## src/hw/rtl/amgs_pkg.sv

```systemverilog
// Shared types and constants for the adjacency matrix graph store.
// Used by amgs_ctrl, amgs_dp, the top level and the port checker.
package amgs_pkg;

  // Default table depth, handed down from the top level
  localparam int MAX_VERTICES_DEF = 16;

  localparam int LABEL_W  = 16;
  localparam int VTOTAL_W = 5;
  localparam int ATOTAL_W = 9;

  // Arc count saturates at all ones
  localparam logic [ATOTAL_W-1:0] ARC_LIMIT = '1;

  // Request codes
  localparam logic OP_VERTEX = 1'b0;
  localparam logic OP_ARC    = 1'b1;

  // Input word
  typedef struct packed {
    logic               operation;
    logic [LABEL_W-1:0] first_label;
    logic [LABEL_W-1:0] second_label;
  } amgs_in_t;

  // Result word
  typedef struct packed {
    logic                success;
    logic [VTOTAL_W-1:0] vertex_total;
    logic [ATOTAL_W-1:0] arc_total;
  } amgs_out_t;

  // Controller states
  typedef enum logic [2:0] {
    ST_IDLE,
    ST_MATCH,
    ST_DECIDE,
    ST_READ,
    ST_CHECK,
    ST_MIRROR,
    ST_RESP
  } amgs_state_t;

  // Commands from controller to datapath
  typedef struct packed {
    logic capture;
    logic match;
    logic vtx_commit;
    logic rd_rows;
    logic arc_commit;
    logic mirror_wr;
    logic load_out;
  } amgs_cmd_t;

  // Status from datapath to controller
  typedef struct packed {
    logic op;
    logic hit_a;
    logic hit_b;
    logic full;
    logic dup_arc;
    logic need_mirror;
    logic out_free;
  } amgs_sts_t;

endpackage

```

## src/hw/rtl/adjacency_matrix_graph_store_top.sv

```systemverilog
// Adjacency matrix graph store. Holds up to MAX_VERTICES 16-bit vertex
// labels and a square arc bit matrix kept as one row memory with a single
// write port and registered reads. One request is worked at a time: an
// insert-vertex request, or an insert-arc request with a missing label,
// passes the match and decide states and then loads its result; an
// insert-arc request whose labels both match also reads both rows and
// checks the arc, and writes the mirrored bit of an undirected graph in a
// further state, since both row writes share the one memory write port.
// The next word is taken once the controller is back in idle after the
// result loads, and the load waits while a held result is stalled. No
// clearing pass is needed after reset: a new vertex clears its own row,
// and its column is already zero in every earlier row.
module adjacency_matrix_graph_store_top #(
  parameter int MAX_VERTICES = amgs_pkg::MAX_VERTICES_DEF
) (
  input  logic               clk,
  input  logic               rst_n,
  input  logic               in_valid,
  output logic               in_stall,
  input  amgs_pkg::amgs_in_t in_word,
  output logic               out_valid,
  input  logic               out_stall,
  output amgs_pkg::amgs_out_t out_word,
  input  logic               cfg_wr_en,
  input  logic               cfg_wr_data
);
  import amgs_pkg::*;

  amgs_cmd_t cmd;
  amgs_sts_t sts;

  amgs_ctrl u_ctrl (
    .clk      (clk),
    .rst_n    (rst_n),
    .in_valid (in_valid),
    .in_stall (in_stall),
    .sts      (sts),
    .cmd      (cmd)
  );

  amgs_dp #(
    .MAX_VERTICES (MAX_VERTICES)
  ) u_dp (
    .clk         (clk),
    .rst_n       (rst_n),
    .in_word     (in_word),
    .cfg_wr_en   (cfg_wr_en),
    .cfg_wr_data (cfg_wr_data),
    .cmd         (cmd),
    .sts         (sts),
    .out_valid   (out_valid),
    .out_stall   (out_stall),
    .out_word    (out_word)
  );

endmodule

```

## src/hw/rtl/amgs_ctrl.sv

```systemverilog
// Request sequencer for the adjacency matrix graph store.
// Depends on amgs_pkg; drives amgs_dp through the command struct.
module amgs_ctrl (
  input  logic               clk,
  input  logic               rst_n,
  input  logic               in_valid,
  output logic               in_stall,
  input  amgs_pkg::amgs_sts_t sts,
  output amgs_pkg::amgs_cmd_t cmd
);
  import amgs_pkg::*;

  amgs_state_t state_r, state_nxt;

  // State register
  always_ff @(posedge clk) begin
    if (!rst_n) begin
      state_r <= ST_IDLE;
    end else begin
      state_r <= state_nxt;
    end
  end

  // Next state and commands
  always_comb begin
    state_nxt = state_r;
    cmd       = '0;
    in_stall  = 1'b1;
    unique case (state_r)
      ST_IDLE: begin
        in_stall = 1'b0;
        if (in_valid) begin
          cmd.capture = 1'b1;
          state_nxt   = ST_MATCH;
        end
      end
      ST_MATCH: begin
        cmd.match = 1'b1;
        state_nxt = ST_DECIDE;
      end
      ST_DECIDE: begin
        if (sts.op == OP_VERTEX) begin
          cmd.vtx_commit = !sts.full && !sts.hit_a;
          state_nxt      = ST_RESP;
        end else if (sts.hit_a && sts.hit_b) begin
          state_nxt = ST_READ;
        end else begin
          state_nxt = ST_RESP;
        end
      end
      ST_READ: begin
        cmd.rd_rows = 1'b1;
        state_nxt   = ST_CHECK;
      end
      ST_CHECK: begin
        if (!sts.dup_arc) begin
          cmd.arc_commit = 1'b1;
          state_nxt      = sts.need_mirror ? ST_MIRROR : ST_RESP;
        end else begin
          state_nxt = ST_RESP;
        end
      end
      ST_MIRROR: begin
        cmd.mirror_wr = 1'b1;
        state_nxt     = ST_RESP;
      end
      ST_RESP: begin
        if (sts.out_free) begin
          cmd.load_out = 1'b1;
          state_nxt    = ST_IDLE;
        end
      end
      default: begin
        state_nxt = ST_IDLE;
      end
    endcase
  end

endmodule

```

## src/hw/rtl/amgs_dp.sv

```systemverilog
// Datapath of the adjacency matrix graph store: label table, arc row
// memory, counters and result register. Depends on amgs_pkg.
module amgs_dp #(
  parameter int MAX_VERTICES = amgs_pkg::MAX_VERTICES_DEF
) (
  input  logic                clk,
  input  logic                rst_n,
  input  amgs_pkg::amgs_in_t  in_word,
  input  logic                cfg_wr_en,
  input  logic                cfg_wr_data,
  input  amgs_pkg::amgs_cmd_t cmd,
  output amgs_pkg::amgs_sts_t sts,
  output logic                out_valid,
  input  logic                out_stall,
  output amgs_pkg::amgs_out_t out_word
);
  import amgs_pkg::*;

  localparam int IW  = (MAX_VERTICES > 1) ? $clog2(MAX_VERTICES) : 1;
  localparam int VCW = $clog2(MAX_VERTICES + 1);

  // Configuration
  logic mode_r;

  // Request registers
  logic               op_r;
  logic [LABEL_W-1:0] lab_a_r, lab_b_r;

  // Label table, compared in parallel
  logic [LABEL_W-1:0] label_r [MAX_VERTICES];

  // Match vectors and encoded indices
  logic [MAX_VERTICES-1:0] vec_a_r, vec_b_r;
  logic [IW-1:0]           idx_a_r, idx_b_r;
  logic [IW-1:0]           idx_a_nxt, idx_b_nxt;
  logic [MAX_VERTICES-1:0] vec_a_nxt, vec_b_nxt;

  // Arc row memory and read registers
  logic [MAX_VERTICES-1:0] row_mem [MAX_VERTICES];
  logic [MAX_VERTICES-1:0] row_a_r, row_b_r;
  logic                    wr_en;
  logic [IW-1:0]           wr_addr;
  logic [MAX_VERTICES-1:0] wr_data;
  logic [MAX_VERTICES-1:0] bit_a, bit_b;

  // Counters and result
  logic [VCW-1:0]      vcnt_r;
  logic [ATOTAL_W-1:0] acnt_r;
  logic                ok_r;
  logic                out_valid_r;
  amgs_out_t           out_word_r;
  logic [31:0]         vcnt_ext;
  logic                out_free;

  // Hold the mode register
  always_ff @(posedge clk) begin
    if (!rst_n) begin
      mode_r <= 1'b0;
    end else if (cfg_wr_en) begin
      mode_r <= cfg_wr_data;
    end
  end

  // Capture the request word
  always_ff @(posedge clk) begin
    if (cmd.capture) begin
      op_r    <= in_word.operation;
      lab_a_r <= in_word.first_label;
      lab_b_r <= in_word.second_label;
    end
  end

  // Match both labels against the stored entries
  always_comb begin
    for (int i = 0; i < MAX_VERTICES; i++) begin
      vec_a_nxt[i] = (label_r[i] == lab_a_r) && (VCW'(i) < vcnt_r);
      vec_b_nxt[i] = (label_r[i] == lab_b_r) && (VCW'(i) < vcnt_r);
    end
  end

  always_ff @(posedge clk) begin
    if (cmd.match) begin
      vec_a_r <= vec_a_nxt;
      vec_b_r <= vec_b_nxt;
    end
  end

  // Encode the one-hot match vectors; stored labels are unique
  always_comb begin
    idx_a_nxt = '0;
    idx_b_nxt = '0;
    for (int i = 0; i < MAX_VERTICES; i++) begin
      if (vec_a_r[i]) idx_a_nxt = idx_a_nxt | IW'(i);
      if (vec_b_r[i]) idx_b_nxt = idx_b_nxt | IW'(i);
    end
  end

  always_ff @(posedge clk) begin
    idx_a_r <= idx_a_nxt;
    idx_b_r <= idx_b_nxt;
  end

  // Append a label
  always_ff @(posedge clk) begin
    if (cmd.vtx_commit) begin
      label_r[vcnt_r[IW-1:0]] <= lab_a_r;
    end
  end

  // Row memory write port: clear a new row, set the arc or its mirror
  assign bit_a = {{(MAX_VERTICES-1){1'b0}}, 1'b1} << idx_a_r;
  assign bit_b = {{(MAX_VERTICES-1){1'b0}}, 1'b1} << idx_b_r;

  always_comb begin
    wr_en = cmd.vtx_commit | cmd.arc_commit | cmd.mirror_wr;
    priority if (cmd.vtx_commit) begin
      wr_addr = vcnt_r[IW-1:0];
      wr_data = '0;
    end else if (cmd.arc_commit) begin
      wr_addr = idx_a_r;
      wr_data = row_a_r | bit_b;
    end else begin
      wr_addr = idx_b_r;
      wr_data = row_b_r | bit_a;
    end
  end

  always_ff @(posedge clk) begin
    if (wr_en) begin
      row_mem[wr_addr] <= wr_data;
    end
  end

  // Read tail and head rows
  always_ff @(posedge clk) begin
    if (cmd.rd_rows) begin
      row_a_r <= row_mem[idx_a_r];
      row_b_r <= row_mem[idx_b_r];
    end
  end

  // Advance the counters and the success flag
  always_ff @(posedge clk) begin
    if (!rst_n) begin
      vcnt_r <= '0;
      acnt_r <= '0;
    end else begin
      if (cmd.vtx_commit) begin
        vcnt_r <= vcnt_r + VCW'(1);
      end
      if (cmd.arc_commit && acnt_r != ARC_LIMIT) begin
        acnt_r <= acnt_r + ATOTAL_W'(1);
      end
    end
  end

  always_ff @(posedge clk) begin
    if (cmd.capture) begin
      ok_r <= 1'b0;
    end else if (cmd.vtx_commit || cmd.arc_commit) begin
      ok_r <= 1'b1;
    end
  end

  // Result register; drop valid once the word is taken
  assign out_free = !out_valid_r || !out_stall;
  assign vcnt_ext = 32'(vcnt_r);

  always_ff @(posedge clk) begin
    if (!rst_n) begin
      out_valid_r <= 1'b0;
    end else if (cmd.load_out) begin
      out_valid_r <= 1'b1;
    end else if (!out_stall) begin
      out_valid_r <= 1'b0;
    end
  end

  always_ff @(posedge clk) begin
    if (cmd.load_out) begin
      out_word_r.success      <= ok_r;
      out_word_r.vertex_total <= vcnt_ext[VTOTAL_W-1:0];
      out_word_r.arc_total    <= acnt_r;
    end
  end

  assign out_valid = out_valid_r;
  assign out_word  = out_word_r;

  // Status to the controller
  always_comb begin
    sts.op          = op_r;
    sts.hit_a       = |vec_a_r;
    sts.hit_b       = |vec_b_r;
    sts.full        = (vcnt_r == VCW'(MAX_VERTICES));
    sts.dup_arc     = row_a_r[idx_b_r];
    sts.need_mirror = mode_r && (idx_a_r != idx_b_r);
    sts.out_free    = out_free;
  end

endmodule

```

## config.mk

```make
export PLATFORM = sky130hd
export DESIGN_NAME = adjacency_matrix_graph_store_top
export DESIGN_NICKNAME = d
export VERILOG_FILES = /design/src/hw/rtl/amgs_pkg.sv /design/src/hw/rtl/adjacency_matrix_graph_store_top.sv /design/src/hw/rtl/amgs_ctrl.sv /design/src/hw/rtl/amgs_dp.sv
export SDC_FILE = /design/constraint.sdc
export NUM_CORES = 1
export LEC_CHECK = 0
export ABC_CLOCK_PERIOD_IN_PS = 5400
export BUFFER_PORTS_ARGS = -buffer_cell sky130_fd_sc_hd__clkbuf_2
export CAP_MARGIN = 20
export CORE_MARGIN = 4
export CORE_UTILIZATION = 57
export CTS_CLUSTER_DIAMETER = 30
export DETAILED_ROUTE_END_ITERATION = 16
export PLACE_DENSITY = 0.73
export SYNTH_ARGS = -nofsm -noshare
export SYNTH_HDL_FRONTEND = slang
export SYNTH_SLANG_ARGS = --single-unit
```

## constraint.sdc

```tcl
create_clock -name clk -period 5.4 [get_ports clk]
set_input_delay 1.62 -clock clk [delete_from_list [all_inputs] [get_ports clk]]
set_output_delay 1.62 -clock clk [all_outputs]
set_load 0.02 [all_outputs]
```

==> flow_summary_export.csv <==
group,metric,value,unit
placed_design,numPortBuffers,55,
routing,wl,84.7,mm
yosys,synthCells,1918,
timing,rsz0062_at_grt,"no",
routing,drc,0,
clock_network,cts-resized-gates,0,
timing,hold_slack,0.429,ns
floorplanning,ios,56,
routing,drtIter0Drc,2606,
yosys,synth_area_leader_cell,"edfxtp_1",
floorplanning,die_y,241,µm
routing,route.met3.wl,10.7,mm
yosys,synth.top_cell.area_share,0.606,
clock_network,clk_path_buf_depth,3,
routing,antenna_left,0,
grt,grt_max_degree,68,
placed_design,dpl.hpwl,50.4,mm
routing,wl_met2,38.2,mm
timing,fin_crit_sh,0.779,
routing,wire_per_inst,29.5,µm
grt,antenna_found_initial,1,
yosys,syn_area,0.0309,mm²
min_path,hold_path_class,"register to register",
yosys,ys_ff_latch,652,
clock_network,clk_latency,0.70,ns
routing,routedLengthMet1,33.6,mm
routing,first_pass_iters,5,
clock_network,clk_pin_slew,0.05,ns
timing,setup_viol,0,
timing,fmax,0.238,GHz
critical_path,crit_fanout,43,
routing,highest_layer,"met5",
yosys,seq_area_frac_synth,0.624,
grt,grt_pass1_wl,125,mm
yosys,avgSynthCellArea,16.1,µm²
grt,grt-ovfl-total,0,
routing,vias_per_cell,6.55,
clock_network,numCtsBuffers,133,
timing,fin_ws,1.20,ns
critical_path,crit_type,"register to register",
yosys,synth-edff-count,624,
clock_network,htree_levels,4,
clock_network,clock-root-buffer,"clkbuf_16",
timing,relSlewSlack,0.197,
yosys,syn_nets,1963,
timing,clock_skew,0.0328,ns
timing,hold_viol_final,0,
floorplanning,coreArea,0.0538,mm²
critical_path,crit_arrival,4.51,ns
finish,drive_above_1_share,0.252,
placed_design,globalplace.congestion,0.896,
timing,finalMaxSlewViolations,0,
floorplanning,die_w,241,µm
finish,area_growth,18.9,%
finish,antenna_cells,0,
job,drv_cap,0,
critical_path,cp-end-kind,"register",
routing,num_vias,18800,
clock_network,cts_tree,"yes",
timing,tightestPinTransition,1.21,ns
power_and_ir_drop,leakage,12.4,nW
clock_network,post_cts_buffers,0,
power_and_ir_drop,ir_drop,0.347,mV
yosys,synthFlopType,"edfxtp_1",
status,status,"completed",
grt,track_usage,0.295,
clock_network,ctsHoldBuffers,0,
yosys,ys_warn_count,0,
placed_design,dp_slack,1.26,ns
floorplanning,rows,85,
finish,nets,2118,
power_and_ir_drop,power_density,393,mW/mm²
floorplanning,die-area,0.0581,mm²
timing,fin_crit,4.20,ns
floorplanning,start_util,0.575,
critical_path,worstPathRequired,5.70,ns
yosys,yosysUniqueCellTypes,62,
grt,grt_pass1_vias,19000,
yosys,synthTopCellsByArea,"edfxtp_1 (61%), mux4_2 (12%), xor2_1 (10%)",
clock_network,cts.sinks,652,
yosys,async_flop_share,0,
timing,setup_tns,0,ns
critical_path,cp-start-kind,"register",
cell families after synthesis:
group / after synthesis / share of synthesized area
flip-flops: 652 / 0.624
XOR/XNOR: 525 / 0.149
AND/OR/NAND/NOR: 338 / 0.0641
multiplexers: 169 / 0.121
buffers and inverters: 132 / 0.0166
AO/OA/AOI/OAI: 96 / 0.0237
adder cells (fa/ha/maj): 6 / 0.00243
routing by layer:
layer	vias to the layer above	GRT usage
met2	1255	0.430
met3	179	0.0904
met5	-	0
met1	9589	0.435
met4	2	0.0942
li1	7797	-
Yosys cell counts, types with 3 or more instances:
| cell type | number |
|---|---|
| nor4_1 | 113 |
| inv_1 | 3 |
| buf_2 | 5 |
| o211ai_1 | 4 |
| nand3_1 | 17 |
| nand2_1 | 30 |
| and2_1 | 12 |
| xnor2_1 | 170 |
| nor2_1 | 38 |
| a31oi_1 | 8 |
| buf_1 | 33 |
| nor3_1 | 30 |
| edfxtp_1 | 624 |
| nor4_2 | 5 |
| or3_1 | 3 |
| a211oi_1 | 26 |
| o21ai_0 | 10 |
| mux2i_1 | 3 |
| nand4_1 | 57 |
| nand2b_1 | 5 |
| a21oi_1 | 17 |
| ha_1 | 6 |
| nor2b_1 | 11 |
| mux4_2 | 163 |
| a311oi_1 | 7 |
| xor2_1 | 355 |
| o21a_1 | 5 |
| clkbuf_1 | 89 |
| dfxtp_1 | 28 |
sequential cells by signal (all words and copies together) (netlist names):
name and cells:
u_dp.lab_a_r 16, u_dp.vec_a_r 16, u_dp.row_b_r 16, u_dp.idx_b_r 4, u_dp.out_valid 1, u_dp.row_mem 256, u_dp.vec_b_r 16, u_ctrl.state_r 3
u_dp.label_r 256, u_dp.acnt_r 9, u_dp.ok_r 1, u_dp.mode_r 1, u_dp.idx_a_r 4, u_dp.row_a_r 16, u_dp.vcnt_r 5, u_dp.out_word 15
u_dp.op_r 1, u_dp.lab_b_r 16
layout by cell type (no fill, tap or decap), types with 8 or more instances in the layout:
| cell | netlist | layout |
|---|---|---|
| edfxtp_1 | 624 | 624 |
| xor2_1 | 355 | 355 |
| xnor2_1 | 170 | 170 |
| mux4_2 | 163 | 163 |
| clkbuf_16 | 0 | 134 |
| nor4_1 | 113 | 109 |
| buf_4 | 1 | 90 |
| nand4_1 | 57 | 57 |
| clkbuf_2 | 0 | 55 |
| nor2_1 | 38 | 37 |
| nand2_1 | 30 | 30 |
| clkinv_1 | 0 | 26 |
| a211oi_1 | 26 | 24 |
| nor3_1 | 30 | 22 |
| dfxtp_1 | 28 | 22 |
| clkbuf_1 | 89 | 21 |
| clkinv_2 | 0 | 18 |
| a21oi_1 | 17 | 17 |
| nand3_1 | 17 | 17 |
| bufinv_16 | 0 | 13 |
| and2_1 | 12 | 12 |
| nor2b_1 | 11 | 11 |
| o21ai_0 | 10 | 10 |
| clkinvlp_4 | 0 | 9 |
| a31oi_1 | 8 | 8 |
| nor3_2 | 0 | 8 |
cell type report:
class                   count  area, µm²
inverters                   3       11.3
clock buffers             157       3460
repair buffers            149       1010
well taps                 696        871
multi-input cells        1134      11300
fillers                  3498      17000
clock inverters            82        835
flip-flops and latches    652      19300
worst max-delay path, cell delays in order (launching register included):
cell and delay, ns:
dfxtp_4 0.80, mux2_2 0.28, o221ai_1 0.26, o211ai_4 0.28, buf_4 0.44, o221ai_1 0.23, nand2b_1 0.53, and4b_1 0.96
where the power goes:
| group | switching (W) | internal (W) |
|---|---|---|
| Combinational | 0.000592 | 0.000316 |
| Sequential | 0.0000940 | 0.00565 |
| Clock | 0.00263 | 0.00517 |
final timing paths:
path	startpoint	end	slack, ns	cells past startpoint
max	u_dp.idx_b_r[0]$_SDFF_PP1_	u_dp.row_mem[2][11]$_DFFE_PP_	1.20	7
min reg2reg	u_dp.ok_r$_SDFFE_PP0P_	u_dp.out_word[14]$_DFFE_PP_	0.43	0
min	u_dp.ok_r$_SDFFE_PP0P_	u_dp.out_word[14]$_DFFE_PP_	0.43	0
max reg2reg	u_dp.idx_b_r[0]$_SDFF_PP1_	u_dp.row_mem[2][11]$_DFFE_PP_	1.20	7
per-stage QoR:
stage          total power (W)  area (µm²)  cells  utilization
2_1_floorplan          0.00637       30900   1918            -
3_3_place_gp           0.00670       32400   2630        0.603
3_5_place_dp           0.00672       32500   2632        0.603
4_1_cts                 0.0145       36700   2871        0.683
5_1_grt                 0.0149       36800   2873        0.683
6_report                0.0145       36800   2873        0.683
(Power assumes the default switching activity.)
